### src/design/base64url_stream_decoder_core_defines.svh
// Assertion macros shared by the base64url stream decoder modules.
`ifndef BASE64URL_STREAM_DECODER_CORE_DEFINES_SVH
`define BASE64URL_STREAM_DECODER_CORE_DEFINES_SVH

// A property that must hold at every clock edge outside reset.
`define B64D_ASSERT_ALWAYS(lbl, clk, rst_n, prop, msg) \
    lbl: assert property (@(posedge clk) disable iff (!rst_n) (prop)) else $error(msg);

// A consequence that must hold in the same cycle as its cause.
`define B64D_ASSERT_IMPL(lbl, clk, rst_n, ante, cons, msg) \
    lbl: assert property (@(posedge clk) disable iff (!rst_n) (ante) |-> (cons)) else $error(msg);

// A consequence that must hold in the cycle after its cause.
`define B64D_ASSERT_NEXT(lbl, clk, rst_n, ante, cons, msg) \
    lbl: assert property (@(posedge clk) disable iff (!rst_n) (ante) |=> (cons)) else $error(msg);

`endif

### src/design/b64d_pkg.sv
// Package with the word types, codes and character classifier of the base64url decoder.
`timescale 1ns / 1ps
`default_nettype none

package b64d_pkg;

    localparam int QUEUE_DEPTH = 2;

    localparam logic [7:0] CHAR_PAD    = 8'h3D;
    localparam logic [7:0] CHAR_DASH   = 8'h2D;
    localparam logic [7:0] CHAR_UNDER  = 8'h5F;
    localparam logic [7:0] CHAR_UPPER_A = 8'h41;
    localparam logic [7:0] CHAR_UPPER_Z = 8'h5A;
    localparam logic [7:0] CHAR_LOWER_A = 8'h61;
    localparam logic [7:0] CHAR_LOWER_Z = 8'h7A;
    localparam logic [7:0] CHAR_DIGIT_0 = 8'h30;
    localparam logic [7:0] CHAR_DIGIT_9 = 8'h39;

    localparam logic [5:0] SEXTET_DASH  = 6'd62;
    localparam logic [5:0] SEXTET_UNDER = 6'd63;
    localparam logic [7:0] LOWER_OFFSET = 8'd71;
    localparam logic [7:0] DIGIT_OFFSET = 8'd4;

    localparam logic [1:0] KIND_SEXTET = 2'd0;
    localparam logic [1:0] KIND_PAD    = 2'd1;
    localparam logic [1:0] KIND_BAD    = 2'd2;

    localparam logic [1:0] ST_OK      = 2'd0;
    localparam logic [1:0] ST_BADCHAR = 2'd1;
    localparam logic [1:0] ST_TRUNC   = 2'd2;

    typedef struct packed {
        logic [7:0] char_in;
        logic       last_char;
    } t_in_word;

    typedef struct packed {
        logic [7:0] data_byte;
        logic       byte_valid;
        logic       stream_end;
        logic [1:0] status;
    } t_out_word;

    typedef struct packed {
        logic [1:0] kind;
        logic [5:0] sextet;
        logic       last;
    } t_cls_word;

    function automatic t_cls_word classify(input t_in_word w);
        t_cls_word  r;
        logic [7:0] diff;
        diff = 8'd0;
        r.kind   = KIND_BAD;
        r.sextet = 6'd0;
        r.last   = w.last_char;
        if (w.char_in >= CHAR_UPPER_A && w.char_in <= CHAR_UPPER_Z) begin
            diff     = w.char_in - CHAR_UPPER_A;
            r.kind   = KIND_SEXTET;
            r.sextet = diff[5:0];
        end else if (w.char_in >= CHAR_LOWER_A && w.char_in <= CHAR_LOWER_Z) begin
            diff     = w.char_in - LOWER_OFFSET;
            r.kind   = KIND_SEXTET;
            r.sextet = diff[5:0];
        end else if (w.char_in >= CHAR_DIGIT_0 && w.char_in <= CHAR_DIGIT_9) begin
            diff     = w.char_in + DIGIT_OFFSET;
            r.kind   = KIND_SEXTET;
            r.sextet = diff[5:0];
        end else if (w.char_in == CHAR_DASH) begin
            r.kind   = KIND_SEXTET;
            r.sextet = SEXTET_DASH;
        end else if (w.char_in == CHAR_UNDER) begin
            r.kind   = KIND_SEXTET;
            r.sextet = SEXTET_UNDER;
        end else if (w.char_in == CHAR_PAD) begin
            r.kind   = KIND_PAD;
        end
        return r;
    endfunction

endpackage

`default_nettype wire

### src/design/b64d_front.sv
// Front end: accepts input words and classifies each character for the queue.
`timescale 1ns / 1ps
`default_nettype none

module b64d_front (
    input  wire                 i_valid,
    output logic                o_ready,
    input  b64d_pkg::t_in_word  i_word,
    input  wire                 i_q_full,
    output logic                o_push,
    output b64d_pkg::t_cls_word o_cls
);

    assign o_ready = !i_q_full;
    assign o_push  = i_valid && !i_q_full;
    assign o_cls   = b64d_pkg::classify(i_word);

endmodule

`default_nettype wire

### src/design/b64d_fifo.sv
// Short queue of classified words between the front and back ends.
`timescale 1ns / 1ps
`default_nettype none

`include "base64url_stream_decoder_core_defines.svh"

module b64d_fifo #(
    parameter int DEPTH = b64d_pkg::QUEUE_DEPTH
) (
    input  wire                 i_clk,
    input  wire                 i_rst_n,
    input  wire                 i_push,
    input  b64d_pkg::t_cls_word i_din,
    output logic                o_full,
    output logic                o_valid,
    input  wire                 i_pop,
    output b64d_pkg::t_cls_word o_dout
);

    localparam int PTR_W = (DEPTH > 1) ? $clog2(DEPTH) : 1;
    localparam int CNT_W = $clog2(DEPTH + 1);
    localparam logic [PTR_W-1:0] LAST_PTR = PTR_W'(DEPTH - 1);
    localparam logic [CNT_W-1:0] FULL_CNT = CNT_W'(DEPTH);

    b64d_pkg::t_cls_word r_mem [DEPTH];
    logic [PTR_W-1:0] r_wr, n_wr;
    logic [PTR_W-1:0] r_rd, n_rd;
    logic [CNT_W-1:0] r_count, n_count;
    logic             do_push;
    logic             do_pop;

    assign o_full  = (r_count == FULL_CNT);
    assign o_valid = (r_count != '0);
    assign o_dout  = r_mem[r_rd];
    assign do_push = i_push && !o_full;
    assign do_pop  = i_pop && o_valid;

    always_comb begin
        n_wr    = r_wr;
        n_rd    = r_rd;
        n_count = r_count;
        if (do_push) begin
            n_wr = (r_wr == LAST_PTR) ? '0 : r_wr + 1'b1;
        end
        if (do_pop) begin
            n_rd = (r_rd == LAST_PTR) ? '0 : r_rd + 1'b1;
        end
        if (do_push && !do_pop) begin
            n_count = r_count + 1'b1;
        end else if (do_pop && !do_push) begin
            n_count = r_count - 1'b1;
        end
    end

    always_ff @(posedge i_clk) begin
        if (!i_rst_n) begin
            r_wr    <= '0;
            r_rd    <= '0;
            r_count <= '0;
        end else begin
            r_wr    <= n_wr;
            r_rd    <= n_rd;
            r_count <= n_count;
        end
    end

    always_ff @(posedge i_clk) begin
        if (do_push) begin
            r_mem[r_wr] <= i_din;
        end
    end

    `B64D_ASSERT_ALWAYS(a_count_bound, i_clk, i_rst_n, r_count <= FULL_CNT, "queue count beyond depth")
    `B64D_ASSERT_NEXT(a_push_lands, i_clk, i_rst_n, do_push && !do_pop, r_count != '0 && r_wr == $past(n_wr), "push not recorded")

endmodule

`default_nettype wire

### src/design/b64d_back.sv
// Back end: quartet state, byte assembly, error tracking and output register.
`timescale 1ns / 1ps
`default_nettype none

`include "base64url_stream_decoder_core_defines.svh"

module b64d_back (
    input  wire                 i_clk,
    input  wire                 i_rst_n,
    input  wire                 i_q_valid,
    input  b64d_pkg::t_cls_word i_q_word,
    output logic                o_pop,
    output logic                o_valid,
    input  wire                 i_ready,
    output b64d_pkg::t_out_word o_word
);

    logic [1:0]          r_phase, n_phase;
    logic [5:0]          r_held, n_held;
    logic [1:0]          r_err, n_err;
    logic                r_out_valid;
    b64d_pkg::t_out_word r_out, n_out;
    logic [7:0]          byte_val;
    logic                byte_ok;

    assign o_pop   = i_q_valid && (!r_out_valid || i_ready);
    assign o_valid = r_out_valid;
    assign o_word  = r_out;

    always_comb begin
        n_phase  = r_phase;
        n_held   = r_held;
        n_err    = r_err;
        byte_val = 8'd0;
        byte_ok  = 1'b0;
        if (r_err == b64d_pkg::ST_OK && i_q_word.kind != b64d_pkg::KIND_PAD) begin
            if (i_q_word.kind == b64d_pkg::KIND_BAD) begin
                n_err = b64d_pkg::ST_BADCHAR;
            end else begin
                unique case (r_phase)
                    2'd0: begin
                        n_phase = 2'd1;
                    end
                    2'd1: begin
                        byte_val = {r_held, i_q_word.sextet[5:4]};
                        byte_ok  = 1'b1;
                        n_phase  = 2'd2;
                    end
                    2'd2: begin
                        byte_val = {r_held[3:0], i_q_word.sextet[5:2]};
                        byte_ok  = 1'b1;
                        n_phase  = 2'd3;
                    end
                    default: begin
                        byte_val = {r_held[1:0], i_q_word.sextet};
                        byte_ok  = 1'b1;
                        n_phase  = 2'd0;
                    end
                endcase
                n_held = i_q_word.sextet;
            end
        end
        if (i_q_word.last && n_err == b64d_pkg::ST_OK && n_phase == 2'd1) begin
            n_err = b64d_pkg::ST_TRUNC;
        end
        n_out.data_byte  = byte_val;
        n_out.byte_valid = byte_ok;
        n_out.stream_end = i_q_word.last;
        n_out.status     = n_err;
        if (i_q_word.last) begin
            n_phase = 2'd0;
            n_held  = 6'd0;
            n_err   = b64d_pkg::ST_OK;
        end
    end

    always_ff @(posedge i_clk) begin
        if (!i_rst_n) begin
            r_phase     <= 2'd0;
            r_held      <= 6'd0;
            r_err       <= b64d_pkg::ST_OK;
            r_out_valid <= 1'b0;
        end else begin
            if (o_pop) begin
                r_phase     <= n_phase;
                r_held      <= n_held;
                r_err       <= n_err;
                r_out_valid <= 1'b1;
            end else if (i_ready) begin
                r_out_valid <= 1'b0;
            end
        end
    end

    always_ff @(posedge i_clk) begin
        if (o_pop) begin
            r_out <= n_out;
        end
    end

    `B64D_ASSERT_IMPL(a_byte_only_ok, i_clk, i_rst_n, r_out_valid && r_out.byte_valid, r_out.status == b64d_pkg::ST_OK, "byte word carries an error status")
    `B64D_ASSERT_NEXT(a_end_clears, i_clk, i_rst_n, o_pop && i_q_word.last, r_phase == 2'd0 && r_held == 6'd0 && r_err == b64d_pkg::ST_OK, "state not cleared at stream end")

endmodule

`default_nettype wire

### src/design/base64url_stream_decoder_core.sv
// Top level of the base64url stream decoder: front end, queue and back end.
// An accepted word is written into the queue, then popped into the output register and offered.
// Throughput: one character word per cycle and one result word per cycle while the output is
// ready; a full queue or a stalled output holds the flow. Classify is combinational in front.
// Reset (synchronous, active low) empties the queue and output register and clears the
// quartet phase, held sextet and error code; there is no clearing pass.
`timescale 1ns / 1ps
`default_nettype none

module base64url_stream_decoder_core #(
    parameter int QUEUE_DEPTH = b64d_pkg::QUEUE_DEPTH
) (
    input  wire                 i_clk,
    input  wire                 i_rst_n,
    input  wire                 i_valid,
    output logic                o_ready,
    input  b64d_pkg::t_in_word  i_word,
    output logic                o_valid,
    input  wire                 i_ready,
    output b64d_pkg::t_out_word o_word
);

    logic                q_full;
    logic                q_push;
    logic                q_valid;
    logic                q_pop;
    b64d_pkg::t_cls_word cls_word;
    b64d_pkg::t_cls_word q_word;

    b64d_front u_front (
        .i_valid  (i_valid),
        .o_ready  (o_ready),
        .i_word   (i_word),
        .i_q_full (q_full),
        .o_push   (q_push),
        .o_cls    (cls_word)
    );

    b64d_fifo #(
        .DEPTH (QUEUE_DEPTH)
    ) u_fifo (
        .i_clk   (i_clk),
        .i_rst_n (i_rst_n),
        .i_push  (q_push),
        .i_din   (cls_word),
        .o_full  (q_full),
        .o_valid (q_valid),
        .i_pop   (q_pop),
        .o_dout  (q_word)
    );

    b64d_back u_back (
        .i_clk     (i_clk),
        .i_rst_n   (i_rst_n),
        .i_q_valid (q_valid),
        .i_q_word  (q_word),
        .o_pop     (q_pop),
        .o_valid   (o_valid),
        .i_ready   (i_ready),
        .o_word    (o_word)
    );

endmodule

`default_nettype wire

### config.mk
export PLATFORM = sky130hd
export DESIGN_NAME = base64url_stream_decoder_core
export DESIGN_NICKNAME = d
export VERILOG_FILES = /design/src/design/b64d_pkg.sv /design/src/design/b64d_front.sv /design/src/design/b64d_fifo.sv /design/src/design/b64d_back.sv /design/src/design/base64url_stream_decoder_core.sv
export VERILOG_INCLUDE_DIRS = /design/src /design/src/design
export SDC_FILE = /design/constraint.sdc
export NUM_CORES = 1
export LEC_CHECK = 0
export BUFFER_PORTS_ARGS = -buffer_cell sky130_fd_sc_hd__buf_2
export CORE_ASPECT_RATIO = 0.6
export CORE_UTILIZATION = 59
export CTS_CLUSTER_SIZE = 10
export DETAILED_ROUTE_END_ITERATION = 10
export GPL_ROUTABILITY_DRIVEN = 0
export PLACE_DENSITY = 0.8
export SLEW_MARGIN = 20
export SYNTH_ARGS = -nofsm -noshare
export SYNTH_HDL_FRONTEND = slang
export SYNTH_SLANG_ARGS = --single-unit
### constraint.sdc
create_clock -name i_clk -period 5 [get_ports i_clk]
set_clock_uncertainty 0.05 [all_clocks]
set_input_delay 0.5 -clock i_clk [delete_from_list [all_inputs] [get_ports i_clk]]
set_output_delay 0.5 -clock i_clk [all_outputs]
set_load 0.03 [all_outputs]
# Yosys cells after proc, flatten, opt, wreduce, memory -nomap -nowiden
# Memories as Yosys holds them, arrays and structs flattened. A register that Yosys moved wholly into a read port is not among the register bits.
# Cells that the tools add are included.
[word_totals]
elab_cells = 92
n_memories = 1
mem_bits_ro = 0
input_bits = 13
latch_bits = 0
ff_bits = 27
out_inout_bits = 14
ramBits = 18
[op_classes]
muxes = 30
addsub = 7
n_shift = 0
n_div = 0
bitwise = 1
eq_ne = 10
n_mul = 0
n_reduce_logical = 26
order_cmp = 6
[memory_table]
columns = ["memory", "words", "width", "read_ports", "rd_ports_with_merged_regs", "write_ports", "line", "rtl"]
rows = [
  ["u_fifo.r_mem", 2, 9, 1, 1, 1, "b64d_fifo.sv:25", "b64d_pkg::t_cls_word r_mem [DEPTH];"],
]
[op_table]
columns = ["cell", "count"]
rows = [
  ["2-to-1 mux 8 bit", 4],
  ["2-to-1 mux 6 bit", 4],
  ["one-hot mux 8 bit (3 select lines)", 1],
  ["2-to-1 mux 2 bit", 11],
  ["equality test 8 x 6 -> 1 bit, second input constant", 2],
  ["greater-or-equal comparator 8 x 7 -> 1 bit, second input constant", 2],
  ["less-or-equal comparator 8 x 7 -> 1 bit, second input constant", 2],
  ["logical AND 1 bit", 12],
  ["2-to-1 mux 1 bit", 9],
  ["equality test 8 x 7 -> 1 bit, second input constant", 1],
  ["greater-or-equal comparator 8 x 6 -> 1 bit, second input constant", 1],
  ["less-or-equal comparator 8 x 6 -> 1 bit, second input constant", 1],
  ["nonzero test 2 bit", 4],
  ["adder 6 x 3 -> 6 bit, second input constant", 1],
  ["equality test 2 bit, second input constant", 3],
  ["zero test 2 bit", 3],
  ["one-hot mux 2 bit (3 select lines)", 1],
  ["subtractor 6 x 1 -> 6 bit, second input constant", 1],
  ["subtractor 6 x 3 -> 6 bit, second input constant", 1],
  ["equality test 2 x 1 -> 1 bit, second input constant", 2],
  ["zero test 1 bit", 4],
  ["!= test 2 x 1 -> 1 bit, second input constant", 2],
  ["AND reduction 3 bit", 1],
  ["adder 1 bit, second input constant", 2],
  ["other kinds (5)", 5],
]

# Longest topological paths before layout
[logic_depth]
word_depth = 8
mapped_depth = 8
ltp_nobuf = 7

# By module
# Synthesis repeated with hierarchy kept, for this count alone.
[hier_totals]
cells_unflattened = 248
hier_area_um2 = 2558.7
[by_module_without_submodules]
columns = ["module", "instances", "seq_area_each_um2", "cells_each", "area_each_um2"]
rows = [
  ["b64d_back", 1, 580.6, 114, 1099.8],
  ["b64d_fifo", 1, 640.6, 53, 883.3],
  ["b64d_front", 1, 0.0, 81, 575.6],
]

# Least setup slack after synthesis
# Ideal clock, no wire load.
[synth_path]
path_type = "input -> register"
startpoint = "input port i_word[3] (netlist name)"
endpoint = "memory u_fifo.r_mem[0][5] (netlist name) (data pin)"
cell_stages = 7
path_buffers = 0
setup_ns = 0.266
path_slack_ns = 2.892
arrival_ns = 1.792
t_required_ns = 4.684
path_cell_list = "inv_1 > ha_1 > a21oi_1 > a31oi_1 > a2111oi_4 > mux2i_1 > nand3_1"
[synth_lines]
columns = ["item", "line", "rtl"]
rows = [
  ["start: declaration", "base64url_stream_decoder_core.sv:17", "input b64d_pkg::t_in_word i_word,"],
  ["end: declaration", "b64d_fifo.sv:25", ""],
]

==> summary.md <==
| Metric | Value |
|---|---|
| Mapped Nets | `roughly 260` |
| RSZ-0062 raised after global routing | `no` |
| Post-Synthesis Mean Instance Area | `10.88 um2` |
| Count of final max-slew check failures | `0` |
| Largest net degree at the start of global routing | `18` |
| Leak Pwr | `slightly above 1 nW` |
| Worst Hold Class | `in2reg` |
| Critical path peak fanout | `13` |
| Core area | `3850 um2` |
| Number of global-route vias before repair | `1,548` |
| H-tree levels | `2` |
| Cell accounting for the most synthesized area | `edfxtp_1` |
| CP max-delay cell | `a2111oi_4` |
| Run status | `finished, final reports clean` |
| DP Area | `2625 um2` |
| Setup tns final | `0 ps` |
| Rows | `17` |
| # fillers | `~300` |
| HPWL after DPL | `3591 um` |
| Clock sink total | `46` |
| Area of the multi-input gates | `1154 um2` |
| Hold-fix buffers at CTS | `0` |
| Worst path buffer plus inverter count | `2` |
| Final wirelength | `4762 um` |
| Max frequency | `0.4016 GHz` |
| Power per cell area | `roughly 460 nW/um2` |
| I/O pins | `27` |
| Cells after synthesis | `228` |
| Slowest stage delay, CP | `just over 800 ps` |
| VDD IR max | `0.3138 mV` |
| Global-route wire length before repair | `7962 um` |
| Vias/cell | `5.890` |
| EDFF count, synth | `30` |
| Share of post-route cells with drive strength above 1 | `17.13%` |
| Worst-Skew Late Latency | `290 ps` |
| Die area | `4475 um2` |
| Antenna fix cells | `0` |
| Commonest non-fill, non-tap cell in the layout | `edfxtp_1` |
| Share of flip-flops with an asynchronous set or reset | `0%` |
| Post-synthesis cell area | `between 2000 and 2500 um2` |
| CTS root buf | `clkbuf_8` |
| DRC | `0` |
| Min Clock Period, post-route | `2490 ps` |
| Layout overhead on the synthesized area | `9.132%` |
| Top_reg_cell synth | `edfxtp_1` |
| Sequential area share after synthesis | `about half` |
| Startpoint types | `input pin` |
| Die Y | `52.22 um` |
| Req. time, crit path | `4980 ps` |
| Synth Warn # | `0` |
| CP Cell Sequence | `buf_2 > inv_1 > ha_1 > a21oi_1 > a31oi_1 > a2111oi_4 > mux2i_1 > nand3_1` |
| # Post-CTS Setup Buffers | `0` |
| Critical Path End Type | `flip-flop` |
| Starting Density | `64.41%` |
| Final setup vio count | `0` |
| MaxCap Viol Count | `0` |
| Worst slew pin tran | `862.3 ps` |
| Nets | `277` |
| Final Cell Area | `2706 um2` |
| CTS resizes | `0` |
| Clock slew at reported path FFs | `70 ps` |
| Port-buffer cells | `26` |
| Die Width | `about 86 um` |
| Drt first pass iters | `6` |
| Synth top area share | `36.33%` |
| Initial antenna violation count | `0` |
| CTS Buf Count | `5` |
| Via count | `1,814` |
| Slew HR | `between 40% and 50%` |
| Final Hold Fails | `0` |
| Critical path's top delay family | `compound AO/OA/AOI/OAI gates` |
| Crit path kind | `in2reg` |
| Register area | `1221 um2` |
| GRT Residual Overflow | `0` |
| Final Cycle Share | `49.80%` |
| Post-route ant nets | `0` |
| Distinct cells, synth | `50` |
| Arrival time worst endpoint | `2470 ps` |
| Avg WL per Cell | `15.46 um` |
| 1st-iter DRT viols | `186` |
| Maximum buffer depth of the clock tree | `2` |
| Synth area leaders | `edfxtp_1, dfxtp_1, ha_1, nor2_1, a21oi_1` |
| Most frequent cells in the layout | `edfxtp_1, buf_2, nor2_1` |
| GRT Resource Usage Total | `between 20% and 30%` |
| CTS tree | `done` |
| Seq cells post-synth | `46` |
| Flop-to-flop setup slack | `approximately 2800 ps` |
-- final cells by class --
cell class / count / area share, %
Clock buffer: 6 / 2.681
Clock inverter: 2 / 0.3236
Inverter: 13 / 1.803
Multi-Input combinational cell: 158 / 42.63
Sequential cell: 46 / 45.12
Tap cell: 57 / 2.635
Timing Repair Buffer: 26 / 4.808
-- worst register-to-register path: cells and delay by family, from the launching register on --
kind,cells,cell delay [ps]
AO/OA/AOI/OAI,2,870
flip-flops,1,660
multiplexers,1,460
AND/OR/NAND/NOR,1,130
-- layer usage --
layer	track usage (%)	wire, um	up-vias
met5	0	0	-
met4	4.444	12	0
met3	5.669	347	2
met2	32.27	1863	71
met1	37.63	2539	859
li1	-	-	882
-- Yosys cell counts, types with 2 or more instances --
cell and count:
a211oi_1 6, a21boi_0 3, a21oi_1 14, a221oi_1 4, a22oi_1 6, a31oi_1 3
a32oi_1 6, and2_1 5, clkbuf_1 6, clkbuf_2 2, dfxtp_1 16, edfxtp_1 30
ha_1 14, inv_1 13, mux2_2 5, mux2i_1 6, nand2_1 8, nand2b_1 4
nand3_1 2, nand3b_1 3, nand4b_1 3, nor2_1 21, nor2b_1 9, nor4_1 3
o21ai_0 5, xnor2_1 4, xor2_1 4
-- report_power, final --
part	leakage, nW	internal, mW	switching (mW)
Clock	0.0426	0.0962	0.115
Combinational	0.564	0.149	0.311
Sequential	0.420	0.516	0.0488
Total	1.03	0.760	0.474
-- metrics by stage --
stage                     hold slack (ps)  worst slack, ps  instances  power [mW]  utilization [%]
after floorplan                     409.2             2892        228      0.9098                -
after global placement              427.3             2347        300       1.015            68.18
after detailed placement            438.0             2270        300       1.027            68.18
after CTS                           349.1             2562        308       1.237            70.30
after global routing                349.5             2360        308       1.300            70.30
final                               352.7             2510        308       1.235            70.30
-- sequential cells by signal, summed over array words and instances, names as in the netlist, named ones only --
register        flops
u_back.r_phase      2
u_fifo.r_mem       18
u_back.r_err        2
u_fifo.r_rd         1
u_fifo.r_count      2
u_back.o_valid      1
u_fifo.r_wr         1
u_back.r_held       6
u_back.o_word      12
-- logic make-up after synthesis --
kind of cell	Yosys count	synth area share, %
adder cells (fa/ha/maj)	14	7.064
buffers and inverters	24	4.238
AND/OR/NAND/NOR	68	15.09
AO/OA/AOI/OAI	57	16.85
XOR/XNOR	8	2.825
multiplexers	11	4.692
flip-flops	46	49.24
-- final timing paths --
check | start | end | depth (start not counted)
worst max-delay path | i_word[3] | u_fifo.r_mem[0][5] | 8
worst max register to register | flip-flop | u_back.r_held[1] | 4
worst min-delay path | i_word[0] | u_fifo.r_mem[0][0] | 1
worst min register to register | u_back.r_err[1] | u_back.r_err[1] | 2
Note: power is estimated with default switching activity, not from simulation.
